--- src/rtl/core/ufs_ram.sv ---
// Generic single-write, single-read RAM with a registered, read-first output.
// Stand-alone; no package needed.
`timescale 1ns / 1ps

module ufs_ram #(
  parameter int unsigned WIDTH = 8,
  parameter int unsigned DEPTH = 16
) (
  input  logic                                    clk_i,
  input  logic                                    we_i,
  input  logic [((DEPTH > 1) ? $clog2(DEPTH) : 1)-1:0] waddr_i,
  input  logic [WIDTH-1:0]                        wdata_i,
  input  logic                                    re_i,
  input  logic [((DEPTH > 1) ? $clog2(DEPTH) : 1)-1:0] raddr_i,
  output logic [WIDTH-1:0]                        rdata_o
);

  logic [WIDTH-1:0] mem [DEPTH];
  logic [WIDTH-1:0] rdata_q;

  // Write and registered read; a read of the entry being written returns the old word.
  always_ff @(posedge clk_i) begin
    if (we_i) begin
      mem[waddr_i] <= wdata_i;
    end
    if (re_i) begin
      rdata_q <= mem[raddr_i];
    end
  end

  assign rdata_o = rdata_q;

endmodule

--- config.mk ---
export PLATFORM = sky130hd
export DESIGN_NAME = ufs_ram
export DESIGN_NICKNAME = d
export VERILOG_FILES = /design/src/rtl/core/ufs_ram.sv
export SDC_FILE = /design/constraint.sdc
export NUM_CORES = 1
export LEC_CHECK = 0
export BUFFER_PORTS_ARGS = -buffer_cell sky130_fd_sc_hd__buf_2
export CAP_MARGIN = 20
export CORE_MARGIN = 3
export CORE_UTILIZATION = 57
export CTS_CLUSTER_DIAMETER = 60
export DETAILED_ROUTE_END_ITERATION = 6
export PLACE_DENSITY_LB_ADDON = 0.1
export SLEW_MARGIN = 20
export SYNTH_ARGS = -nofsm -noshare
export SYNTH_HDL_FRONTEND = slang
export SYNTH_SLANG_ARGS = --single-unit
--- constraint.sdc ---
create_clock -name clk_i -period 4.4 [get_ports clk_i]
set_input_delay 0.22 -clock clk_i [delete_from_list [all_inputs] [get_ports clk_i]]
set_output_delay 0.22 -clock clk_i [all_outputs]
set_load 0.02 [all_outputs]
Yosys cells after proc, flatten, opt, wreduce, memory -nomap -nowiden
Memory sizes are Yosys's and may differ from the RTL's. A register that Yosys moved wholly into a read port is not among the register bits.
Cells that the tools add are included.
{"block": "word_totals", "regBits": 0, "ramBits": 128, "inputBits": 19, "output_inout_bits": 8, "word_cells": 3, "n_memories": 1}
{"name": "mem", "words": 16, "width": 8, "read_ports": 1, "rd_ports_with_merged_regs": 1, "wr": 1, "line_no": "18", "source": "logic [WIDTH-1:0] mem [DEPTH];"}
{"block": "classes", "n_mux": 2}
{"op": "1-bit 2-to-1 mux", "count": 2}

Logic depth before layout (Yosys ltp)
{"block": "depth", "word_depth": 2, "mapped_depth": 5, "depth_no_buf": 3}

Worst setup path after synthesis
No wires, ideal clock.
{"block": "synth_timing", "kind": "in2reg", "startpoint": "input waddr_i[2] (netlist name)", "endpoint": "memory mem[0][0] (enable)", "setup_time_ns": 0.383, "t_arrival_ns": 1.330, "required_time_ns": 4.017, "slack_ns": 2.687, "stages": 2, "n_path_buf": 0, "path_cell_list": "or3b_2 -> nor3_1"}
{"item": "from (decl)", "line_no": "11", "source": "input logic [((DEPTH > 1) ? $clog2(DEPTH) : 1)-1:0] waddr_i,"}
{"item": "to (decl)", "line_no": "18"}
Straight into the memory's write port.

==> run summary <==
• **Final TNS setup** 0 ns
• **final cycle utilization of the critical path** 34.08%
• **Sequential Area** 4084 um^2
• **fraction of post-synthesis cell area in the top cell type by area** 78.12%
• **Non-Filler Instances** 389
• **vias post-DR** 2374
• **maximum fanout along the worst path** 1
• **Worst Path Required** 4.66 ns
• **DRT antenna net count** 0
• **cell-by-cell listing of the critical path** mux4_1 -> a22oi_1 -> nand2_1
• **VDD IR max** 0.0003244 V
• **height of the die** 101.8 um
• **startpoint class of the critical path** flip-flop
• **Final Hold Vio Count** 0
• **placed cell count** 357
• **core area** 8806 um^2
• **Reg2Reg Launch Point** mem[1][2]
• **final hold slack** 0.08386 ns
• **worst reg2reg path endpoint** rdata_o[2]
• **clock period minus final worst setup slack** 1.499 ns
• **Worst path depth** 3
• **router iterations before antenna repair** 4
• **slowest cell on the critical path** sky130_fd_sc_hd__mux4_1
• **H-Tree Depth** 4
• **number of buffers inserted during clock tree synthesis** 17
• **global-route wire length before repair** 14370 um
• **Antenna diodes** 0
• **number of instances resized during post-cts repair** 0
• **post-synthesis cell type with the largest combined area** sky130_fd_sc_hd__edfxtp_1
• **Crit path buffers/inverters** 0
• **number of warnings printed during yosys synthesis** 0
• **placer congestion estimate** 0.6968
• **clock share of power** 44.3%
• **net switching power figure** 605.3 uW
• **number of global-route vias before repair** 2410
• **number of standard-cell rows in the floorplan** 34
• **part of the total power dissipated in combinational logic** 4.5%
• **floorplan die width** 101.8 um
• **placed standard-cell area** 5436 um^2
• **pin slew with the least headroom to its limit** 0.9175 ns
• **pre-CTS setup slack** 2.045 ns
• **DRC violations left** 0
• **count of buffers from port buffering** 26
• **worst relative slew slack** 38.61%
• **dominant cells by area after synthesis** sky130_fd_sc_hd__edfxtp_1 (78%), sky130_fd_sc_hd__mux4_2 (7.8%), sky130_fd_sc_hd__mux4_1 (7.0%)
• **number of top-level design ports** 27
• **worst skew pair latency** 0.51 ns
• **cell at the root of the clock tree** sky130_fd_sc_hd__clkbuf_8
• **leakage power** 0.001986 uW
• **peak clock frequency supported by timing** 667.0 MHz
• **Worst Setup End Kind** flip-flop
• **Worst Setup Path Type** reg -> reg
• **number of buffers added to fix hold violations after cts** 0
• **total wire length** 9256 um
• **portion of the post-synthesis area used by sequential elements** 78.12%
• **detail-routed net length per standard cell** 23.79 um
• **clock-pin transition on the worst setup and hold timing paths** 0.06 ns
• **pin count of the biggest net entering global routing** 33
• **Final Slew Violations** 0
• **estimated wirelength of the detail-placed design** 5738 um
• **number of DRC markers after the initial detailed-route iteration** 167
• **post-synth net total** 248
• **initial antenna violation count** 0
• **area used by multi-input combinational logic** 1057 um^2
• **final worst setup slack** 2.901 ns
• **Clock Sink Count** 136
• **die outline area** 10360 um^2
• **total of flip-flops plus latches after synthesis** 136
• **Max Cap Violations** 0
• **sequential group share of total power** 51.1%
• **power per cell area** 479.3 nW/um^2
• **critical path startpoint** mem[1][2]
• **post-route standard cell area excluding fillers** 5987 um^2
• **result of the run** finished clean
• **netlist area before placement** 5228 um^2
• **Post-Syn Area per Cell** 22.83 um^2
• **total congestion overflow** 0
• **Total Nets Final** 287
• **delay-heaviest family, CP** multiplexers
• **Layout fillers** 569
• **biggest cell delay along the critical path** 0.50 ns
• **starting density of the core** 59.36%
• **synthesis-to-finish area growth** 14.53%
• **critical path arrival** 1.76 ns
• **net switching fraction of the power** 21.10%
• **Avg Vias per Cell** 6.103
• **Total GRT Usage** 20.28%
• **CTS max path bufs** 2
• **CTS tree** yes
• **R2R Setup Slk** 2.90 ns
• **setup repair after global routing missed its margin** no
• **Post CTS Setup Buffer Count** 0
• **Worst setup endpoint** rdata_o[2]
• **number of instances in the synthesized netlist** 229
• **fraction of final layout cells with drive strength greater than 1** 28.11%
• **Post-Route Skew** 0.01094 ns
• **number of library cell types mapped by synthesis** 18
• **count of final setup violators** 0
• **cell count of the worst reg-to-reg path** 3
• **Internal Dissipation** 2264 uW
• **worst hold-check path type** in -> reg
## synth_stat cells, drive strengths merged
| library cell | n |
|---|---|
| edfxtp | 136 |
| mux4 | 32 |
| a22oi | 16 |
| nor2 | 13 |
| nand2 | 9 |
| buf | 7 |
| nor3 | 4 |
| clkdlybuf4s25 | 3 |
| nand2b | 2 |
| nand3b | 2 |
| and2 | 1 |
| and2b | 1 |
| nand3 | 1 |
| nor2b | 1 |
| or3b | 1 |
## through the flow
stage	utilization (%)	total power, uW
global route	67.99	2969
detailed placement	61.74	1627
finish	67.99	2869
floorplan	-	1574
CTS	67.96	2889
global placement	61.74	1624
## per-layer routing
layer / up-vias / GRT usage [%] / wire length, um / part of all wire, %
met5: - / 0 / 0 / 0
met4: 0 / 7.566 / 160 / 1.7
met3: 11 / 5.579 / 493 / 5.3
met2: 72 / 30.03 / 4524 / 49
met1: 1230 / 29.48 / 4077 / 44
li1: 1061 / - / - / -
## worst min path at each step
stage                from    endpoint  slack [ns]  cells past startpoint
2_1_floorplan  wdata_i[0]   mem[0][0]        0.32                      0
3_3_place_gp         re_i  rdata_o[2]        0.61                      1
3_5_place_dp         re_i  rdata_o[2]        0.61                      1
4_1_cts              re_i  rdata_o[1]        0.07                      1
5_1_grt              re_i  rdata_o[1]        0.07                      1
6_report             re_i  rdata_o[1]        0.08                      1
## placed cells by master, fill, tap and decap left out, drive strengths merged
master / n
and2: 1
nor2b: 1
buf: 30
bufinv: 1
nand2b: 2
mux4: 32
clkinv: 7
edfxtp: 136
or3b: 1
a22oi: 16
nand2: 9
nor3: 4
inv: 1
nand3: 1
clkbuf: 19
nor2: 13
nand3b: 2
clkinvlp: 4
and2b: 1
## state kept, by name, summed over array words and instances, names as in the netlist
register and flops:
mem 128, rdata_o 8
## power by group through the flow
| stage | registers, uW | logic [uW] | clock network, uW |
|---|---|---|---|
| 4_1_cts | 1470 | 132 | 1290 |
| 6_report | 1470 | 130 | 1270 |
| 3_5_place_dp | 1490 | 132 | 0 |
| 3_3_place_gp | 1490 | 130 | 0 |
| 5_1_grt | 1470 | 143 | 1360 |
| 2_1_floorplan | 1500 | 73.7 | 0 |
## layout make-up
type / count / area share, %
timing repair buffer: 30 / 2.717
multi-input combinational: 83 / 17.66
clock buffer: 19 / 7.043
clock inverter: 13 / 2.111
sequential: 136 / 68.21
tap: 108 / 2.257
## cells by family (layout without fill, tap and decap cells)
family,after synthesis,count (layout),synth area share [%]
compound gates,16,16,2.298
mux,32,32,14.79
buf+inv,10,62,1.651
simple gates,35,35,3.136
flops,136,136,78.12
(Power assumes the default switching activity.)
