===== config.mk =====
export PLATFORM = sky130hd
export DESIGN_NAME = ufs_match
export DESIGN_NICKNAME = d
export VERILOG_FILES = /design/src/rtl/core/ufs_pkg.sv /design/src/rtl/core/ufs_match.sv
export SDC_FILE = /design/constraint.sdc
export NUM_CORES = 1
export LEC_CHECK = 0
export BUFFER_PORTS_ARGS = -buffer_cell sky130_fd_sc_hd__buf_2
export CAP_MARGIN = 20
export CORE_ASPECT_RATIO = 1.25
export CORE_MARGIN = 1
export CORE_UTILIZATION = 51
export DETAILED_ROUTE_END_ITERATION = 8
export PLACE_DENSITY_LB_ADDON = 0.05
export SETUP_SLACK_MARGIN = 0.02
export SYNTH_ARGS = -nofsm -noshare
export SYNTH_HDL_FRONTEND = slang
export SYNTH_SLANG_ARGS = --single-unit

===== constraint.sdc =====
create_clock -name vclk -period 2.8
set_input_delay 0.28 -clock vclk [all_inputs]
set_output_delay 0.28 -clock vclk [all_outputs]
set_load 0.03 [all_outputs]

===== src/rtl/core/ufs_pkg.sv =====
// Shared types, constants and the flow index function for the UDP flow signature sequencer.
// Used by ufs_match and the top level in rtl/core; depends on nothing else.
`timescale 1ns / 1ps

package ufs_pkg;

  // Number of flow entries; a power of two, 1 .. 65536.
  localparam int unsigned FLOWS      = 1024;
  localparam int unsigned FLOW_IDX_W = (FLOWS > 1) ? $clog2(FLOWS) : 1;

  // Field widths of the descriptor and the result.
  localparam int unsigned FLOW_ID_W = 10;
  localparam int unsigned LEN_W     = 16;
  localparam int unsigned WORD_W    = 16;
  localparam int unsigned STAGE_W   = 5;
  localparam int unsigned VERDICT_W = 2;

  // Packed stream widths, rounded up to whole bytes.
  localparam int unsigned IN_DATA_W  = 48;
  localparam int unsigned OUT_DATA_W = 24;

  // Signature constants.
  localparam logic [WORD_W-1:0] W_010B = 16'h010b;
  localparam logic [WORD_W-1:0] W_01C9 = 16'h01c9;
  localparam logic [WORD_W-1:0] W_0165 = 16'h0165;
  localparam logic [WORD_W-1:0] W_0101 = 16'h0101;
  localparam logic [WORD_W-1:0] W_0102 = 16'h0102;
  localparam logic [WORD_W-1:0] W_01CA = 16'h01ca;
  localparam logic [WORD_W-1:0] W_010C = 16'h010c;
  localparam logic [WORD_W-1:0] W_0115 = 16'h0115;
  localparam logic [WORD_W-1:0] W_0166 = 16'h0166;

  localparam logic [LEN_W-1:0] LEN_16  = 16'd16;
  localparam logic [LEN_W-1:0] LEN_32  = 16'd32;
  localparam logic [LEN_W-1:0] LEN_64  = 16'd64;
  localparam logic [LEN_W-1:0] LEN_88  = 16'd88;
  localparam logic [LEN_W-1:0] LEN_100 = 16'd100;
  localparam logic [LEN_W-1:0] LEN_104 = 16'd104;
  localparam logic [LEN_W-1:0] LEN_136 = 16'd136;

  // Verdict codes.
  typedef enum logic [VERDICT_W-1:0] {
    VERDICT_ADVANCE     = 2'd0,
    VERDICT_DETECT      = 2'd1,
    VERDICT_EXCLUDE_NOW = 2'd2,
    VERDICT_EXCLUDED    = 2'd3
  } verdict_e;

  // One flow table entry.
  typedef struct packed {
    logic               excl;
    logic [STAGE_W-1:0] stage;
  } flow_entry_t;

  localparam int unsigned ENTRY_W = $bits(flow_entry_t);

  // Outcome of one signature step.
  typedef struct packed {
    logic               hit;
    logic               detect;
    logic [STAGE_W-1:0] next_stage;
  } match_res_t;

  // Table entry of a flow number: the low index bits, since FLOWS is a power of two.
  function automatic logic [FLOW_IDX_W-1:0] flow_index(input logic [FLOW_ID_W-1:0] fid);
    logic [FLOW_ID_W+FLOW_IDX_W-1:0] ext;
    ext = {{FLOW_IDX_W{1'b0}}, fid};
    return ext[FLOW_IDX_W-1:0] & FLOW_IDX_W'(FLOWS - 1);
  endfunction

endpackage


===== src/rtl/core/ufs_match.sv =====
// Signature step logic: next stage and detection for one stage, length and first word.
// Depends on ufs_pkg.
`timescale 1ns / 1ps

module ufs_match (
  input  logic [ufs_pkg::STAGE_W-1:0] stage_i,
  input  logic [ufs_pkg::LEN_W-1:0]   len_i,
  input  logic [ufs_pkg::WORD_W-1:0]  word_i,
  output ufs_pkg::match_res_t         res_o
);

  logic big;
  logic c136;
  logic p64_010b, p88_0101, p104_0102, p32_01ca, p16_010c, p88_0115, p136_0166;
  logic big_0115;

  // Pattern terms, most of them shared by several stages.
  always_comb begin
    big       = len_i > ufs_pkg::LEN_100;
    c136      = (len_i == ufs_pkg::LEN_136) &&
                ((word_i == ufs_pkg::W_01C9) || (word_i == ufs_pkg::W_0165));
    p64_010b  = (len_i == ufs_pkg::LEN_64)  && (word_i == ufs_pkg::W_010B);
    p88_0101  = (len_i == ufs_pkg::LEN_88)  && (word_i == ufs_pkg::W_0101);
    p104_0102 = (len_i == ufs_pkg::LEN_104) && (word_i == ufs_pkg::W_0102);
    p32_01ca  = (len_i == ufs_pkg::LEN_32)  && (word_i == ufs_pkg::W_01CA);
    p16_010c  = (len_i == ufs_pkg::LEN_16)  && (word_i == ufs_pkg::W_010C);
    p88_0115  = (len_i == ufs_pkg::LEN_88)  && (word_i == ufs_pkg::W_0115);
    p136_0166 = (len_i == ufs_pkg::LEN_136) && (word_i == ufs_pkg::W_0166);
    big_0115  = big && (word_i == ufs_pkg::W_0115);
  end

  // Transition table. Detecting stages keep their stage.
  always_comb begin
    res_o.hit        = 1'b0;
    res_o.detect     = 1'b0;
    res_o.next_stage = stage_i;
    unique case (stage_i)
      5'd0: begin
        res_o.hit = 1'b1;
        if (p64_010b)       res_o.next_stage = 5'd1;
        else if (c136)      res_o.next_stage = 5'd4;
        else if (p88_0101)  res_o.next_stage = 5'd7;
        else if (p104_0102) res_o.next_stage = 5'd10;
        else if (p32_01ca)  res_o.next_stage = 5'd13;
        else if (p16_010c)  res_o.next_stage = 5'd16;
        else                res_o.hit = 1'b0;
      end
      5'd1: begin
        res_o.hit = big_0115;
        res_o.next_stage = 5'd2;
      end
      5'd2: begin
        res_o.hit = p16_010c || p64_010b || p88_0115;
        res_o.next_stage = 5'd3;
      end
      5'd3: begin
        res_o.hit    = p16_010c || p64_010b || big_0115;
        res_o.detect = 1'b1;
      end
      5'd4, 5'd5: begin
        res_o.hit = c136;
        res_o.next_stage = stage_i + 5'd1;
      end
      5'd6: begin
        res_o.hit    = c136 || p32_01ca;
        res_o.detect = 1'b1;
      end
      5'd7, 5'd8: begin
        res_o.hit = p88_0101;
        res_o.next_stage = stage_i + 5'd1;
      end
      5'd9: begin
        res_o.hit    = p88_0101;
        res_o.detect = 1'b1;
      end
      5'd10, 5'd11: begin
        res_o.hit = p104_0102;
        res_o.next_stage = stage_i + 5'd1;
      end
      5'd12: begin
        res_o.hit    = p104_0102 || p32_01ca;
        res_o.detect = 1'b1;
      end
      5'd13: begin
        res_o.hit = p32_01ca;
        res_o.next_stage = 5'd14;
      end
      5'd14: begin
        res_o.hit = p32_01ca || p136_0166;
        res_o.next_stage = 5'd15;
      end
      5'd15: begin
        res_o.hit    = p136_0166 || p32_01ca;
        res_o.detect = 1'b1;
      end
      5'd16, 5'd17: begin
        res_o.hit = p16_010c;
        res_o.next_stage = stage_i + 5'd1;
      end
      5'd18: begin
        res_o.hit    = p16_010c;
        res_o.detect = 1'b1;
      end
      default: begin
        res_o.hit = 1'b0;
      end
    endcase
  end

endmodule


Word level (Yosys, flattened, before mapping)
Cells that the tools add are included.

Equality and inequality tests: 33. Multiply operators: 0. Shift-type cells: 0. Bitwise logic cells: 0. Muxes and demuxes: 15. Magnitude comparators: 1. Reductions and logical operators: 24. $add $sub $neg: 1. Divide/modulo/power cells: 0.

Operators by type and width (count): $eq A16 B9 Y1 const B (9); $eq A16 B7 Y1 const B (3); $eq A5 B4 Y1 const B (8); $mux W5 (6); $pmux W5 S6 (1); $eq A5 B3 Y1 const B (4); $eq A16 B5 Y1 const B (1); $eq A16 B6 Y1 const B (1); $eq A16 B8 Y1 const B (1); $gt A16 B7 Y1 const B (1); $eq A5 B5 Y1 const B (3); $pmux W1 S12 (1); $eq A5 B2 Y1 const B (2); $logic_and A1 B1 Y1 (9); $reduce_or A8 Y1 (1); $logic_or A1 B1 Y1 (7); $mux W1 (7); $reduce_or A2 Y1 (3); $reduce_or A3 Y1 (2); $reduce_or A6 Y1 (1); $add A5 B1 Y5 const B (1); $eq A5 B1 Y1 const B (1); $logic_not A5 Y1 (1).

Register bits after elaboration: 0. Bits in latches: 0. Input bits: 37. Output and inout port bits: 7. Memory bits (read-only): 0. Memories: 0. Memory bits (writable): 0. Logic and storage cells: 74.

Longest topological paths before layout
Depth after elaboration: 9. Mapped depth: 9. Mapped depth without buffers: 8.

Worst setup path after synthesis
No wires, ideal clock.

Path type: in2out. Start: in word_i[5] (netlist name). End: out res_o[1] (netlist name). Data required time: 2.520 ns. Stages on the path: 6. Setup slack: 0.132 ns. Data arrival time: 2.388 ns. Buffers on the path: 0. Cells stage by stage: or4_4 -> or3_1 -> nor4_2 -> nand2b_1 -> a21oi_1 -> o311ai_1.

RTL lines: start, declared (line ufs_match.sv:8) `input logic [ufs_pkg::WORD_W-1:0] word_i,`; end, declared (line ufs_match.sv:9) `output ufs_pkg::match_res_t res_o`.

==> results.py <==
metrics = {
    "cells_and_area": {
        "area.growth.synth_to_final_pct": 24.5,
        "clkbuf_count": 0,
        "seq_cell_count": 0,
        "multi_input_area_um2": 998,
        "final_cell_area_um2": 1300,
        "register_area_um2": 0,
        "layout-drive-gt1-share_pct": 32.1,
        "n_antenna_cell": 0,
        "fillers": 171,
        "layout.nets": 240,
    },
    "placed_design": {
        "dp_hpwl_um": 2660,
        "placed_area_um2": 1290,
        "place_congestion": 0.974,
        "portBuffers": 44,
    },
    "global_route": {
        "use_met2_pct": 58.2,
        "use_met1_pct": 35.2,
        "top_usage_layer": "met2",
        "antenna_found_initial": 0,
        "grt_pass1_wl_um": 5310,
        "met3_usage_pct": 0.345,
        "grt_start_max_net_pins": 17,
        "grt_overflow_total": 0,
        "grt_pass1_vias": 1232,
        "grtUsageTotal_pct": 29.3,
    },
    "routing": {
        "dr.pass1.iters": 4,
        "remaining_drc_errors": 0,
        "drt_iter0_drc": 69,
        "finalWirelength_um": 3330,
        "num_vias": 1471,
        "ant_nets": 0,
        "wire_per_inst_um": 15.5,
        "drt-vias-per-instance": 6.84,
    },
    "worst_setup_path": {
        "cp.arrival_ps": 2330,
        "required_ps": 2520,
        "crit_type": "in2out",
        "startpoint_type": "input pin",
        "worst-path-max-fanout": 4,
        "worstSetupEndpointType": "primary output",
    },
    "worst_hold_path": {
        "worstHoldPathType": "in2out",
    },
    "synthesis": {
        "synth_largest_area_cell": "ha_1",
        "synth_nets": 197,
        "synth_commonest_cells": "nand2_1 (16), nor2_1 (11), nand4_1 (9)",
        "yosysMostFrequentCell": "nand2_1",
        "syn_avg_cell_area_um2": 6.73,
        "synth_top_area_share_pct": 6.00,
        "ys_seq_area_share_pct": 0,
        "synth_area_um2": 1040,
        "synth_cell_types": 51,
        "yosys_warnings": 0,
        "synth_area_leaders": "ha_1 (6.0%), nor4_2 (6.0%), nand2_1 (5.8%)",
        "postSynthCellCount": 155,
    },
    "clock_tree": {
        "post-cts-setup-buffers": 0,
    },
    "timing": {
        "fmax_ghz": 0.382,
        "finalCritPeriodShare_pct": 93.4,
        "rsz0062_at_grt": "false",
        "slew-limit-headroom_pct": 64.4,
        "tightest_slew_ps": 530,
        "tns_ps": 0,
        "drv_slew": 0,
        "final-hold-violation-count": 0,
        "period_minus_slack_ps": 2610,
        "finalSetupViolations": 0,
    },
    "floorplan": {
        "ioPinCount": 44,
        "rows": 17,
        "dieHeight_um": 52.6,
        "initial_utilization_pct": 56.4,
        "die_w_um": 42.5,
        "core_area_um2": 1850,
        "die_area_um2": 2230,
    },
    "run": {
        "maxCapViolCount": 0,
    },
    "status": {
        "status": "complete, no violations",
    },
    "pwr": {
        "ir_drop_mv": 0.0636,
        "power_density_nw_per_um2": 126,
        "p_leak_nw": 0.525,
    },
}
-- worst max-delay path, cell delays in order --
cell and delay [ps]:
buf_2 120, or4_4 540, or3_1 360, nor4_1 430
a2111oi_0 140, nor2_1 150, or3_1 120, buf_2 190
-- cell usage in the layout, fill, tap and decap left out, types with 2 or more instances in the layout --
master     count
ha_1           5
nor3_1         8
a211oi_1       2
nand2b_1       3
a21oi_1        5
nand4_1        9
nor2b_1        6
o211ai_1       3
nor4_1         4
nor4_2         5
buf_4          5
nand2_1       16
nor4bb_1       3
inv_1          5
and3_1         3
and4_1         2
nor4b_1        2
and4b_1        3
o21ai_0        7
nor2_1        11
o311ai_1       2
nand3_1        4
buf_2         44
o2111ai_1      2
o31ai_1        3
or3_1          7
-- repair_timing --
| item | 4_1_cts | 5_1_grt |
|---|---|---|
| resized for setup | 0 | 1 |
| setup endpoints to repair | 0 | 2 |
| hold buffers | 0 | 0 |
-- routing by layer --
metal / routed length (um) / part of all wire, % / up-vias
met5: 0 / 0 / -
met1: 1320 / 40 / 680
met4: 89 / 2.7 / 0
met2: 1760 / 53 / 67
li1: - / - / 714
met3: 154 / 4.6 / 10
-- where the power goes --
part | switching [W] | leakage, nW | internal (W)
Combinational | 0.000100 | 0.525 | 0.0000630
Clock | 0 | 0 | 0
Sequential | 0 | 0 | 0
Total | 0.000100 | 0.525 | 0.0000630
-- kinds of logic (layout without fill, tap and decap cells) --
| logic type | count (synthesis) | count (layout) | synth area share [%] |
|---|---|---|---|
| xor gates and xnor gates | 1 | 1 | 0.839 |
| and+or+nand+nor | 94 | 94 | 57.7 |
| buffers and inverters | 13 | 54 | 4.68 |
| AOI/OAI and AO/OA | 41 | 41 | 28.7 |
| muxes | 1 | 1 | 2.16 |
| adders and majority gates | 5 | 5 | 6.00 |
-- area by class of cell --
class | count | area share, %
inverter | 5 | 1.45
timing repair buffer | 49 | 19.8
multi-input combinational | 142 | 76.9
tap | 19 | 1.83
-- path summary, 6_finish.rpt --
check	cells past startpoint	to	start
min	4	res_o[4]	stage_i[4]
max	8	res_o[6]	word_i[5]
-- per-stage QoR --
step	setup slack, ps	power (W)	hold WS, ps	std cells	utilization, %
after CTS	133	0.000159	1050	215	70.0
final	185	0.000163	1060	215	70.2
after detailed placement	160	0.000159	1050	215	70.0
after floorplan	132	0.0000941	856	155	-
after global routing	46.6	0.000177	1080	215	70.2
after global placement	240	0.000154	1040	215	70.0
Power figures use the tool's default switching activity.
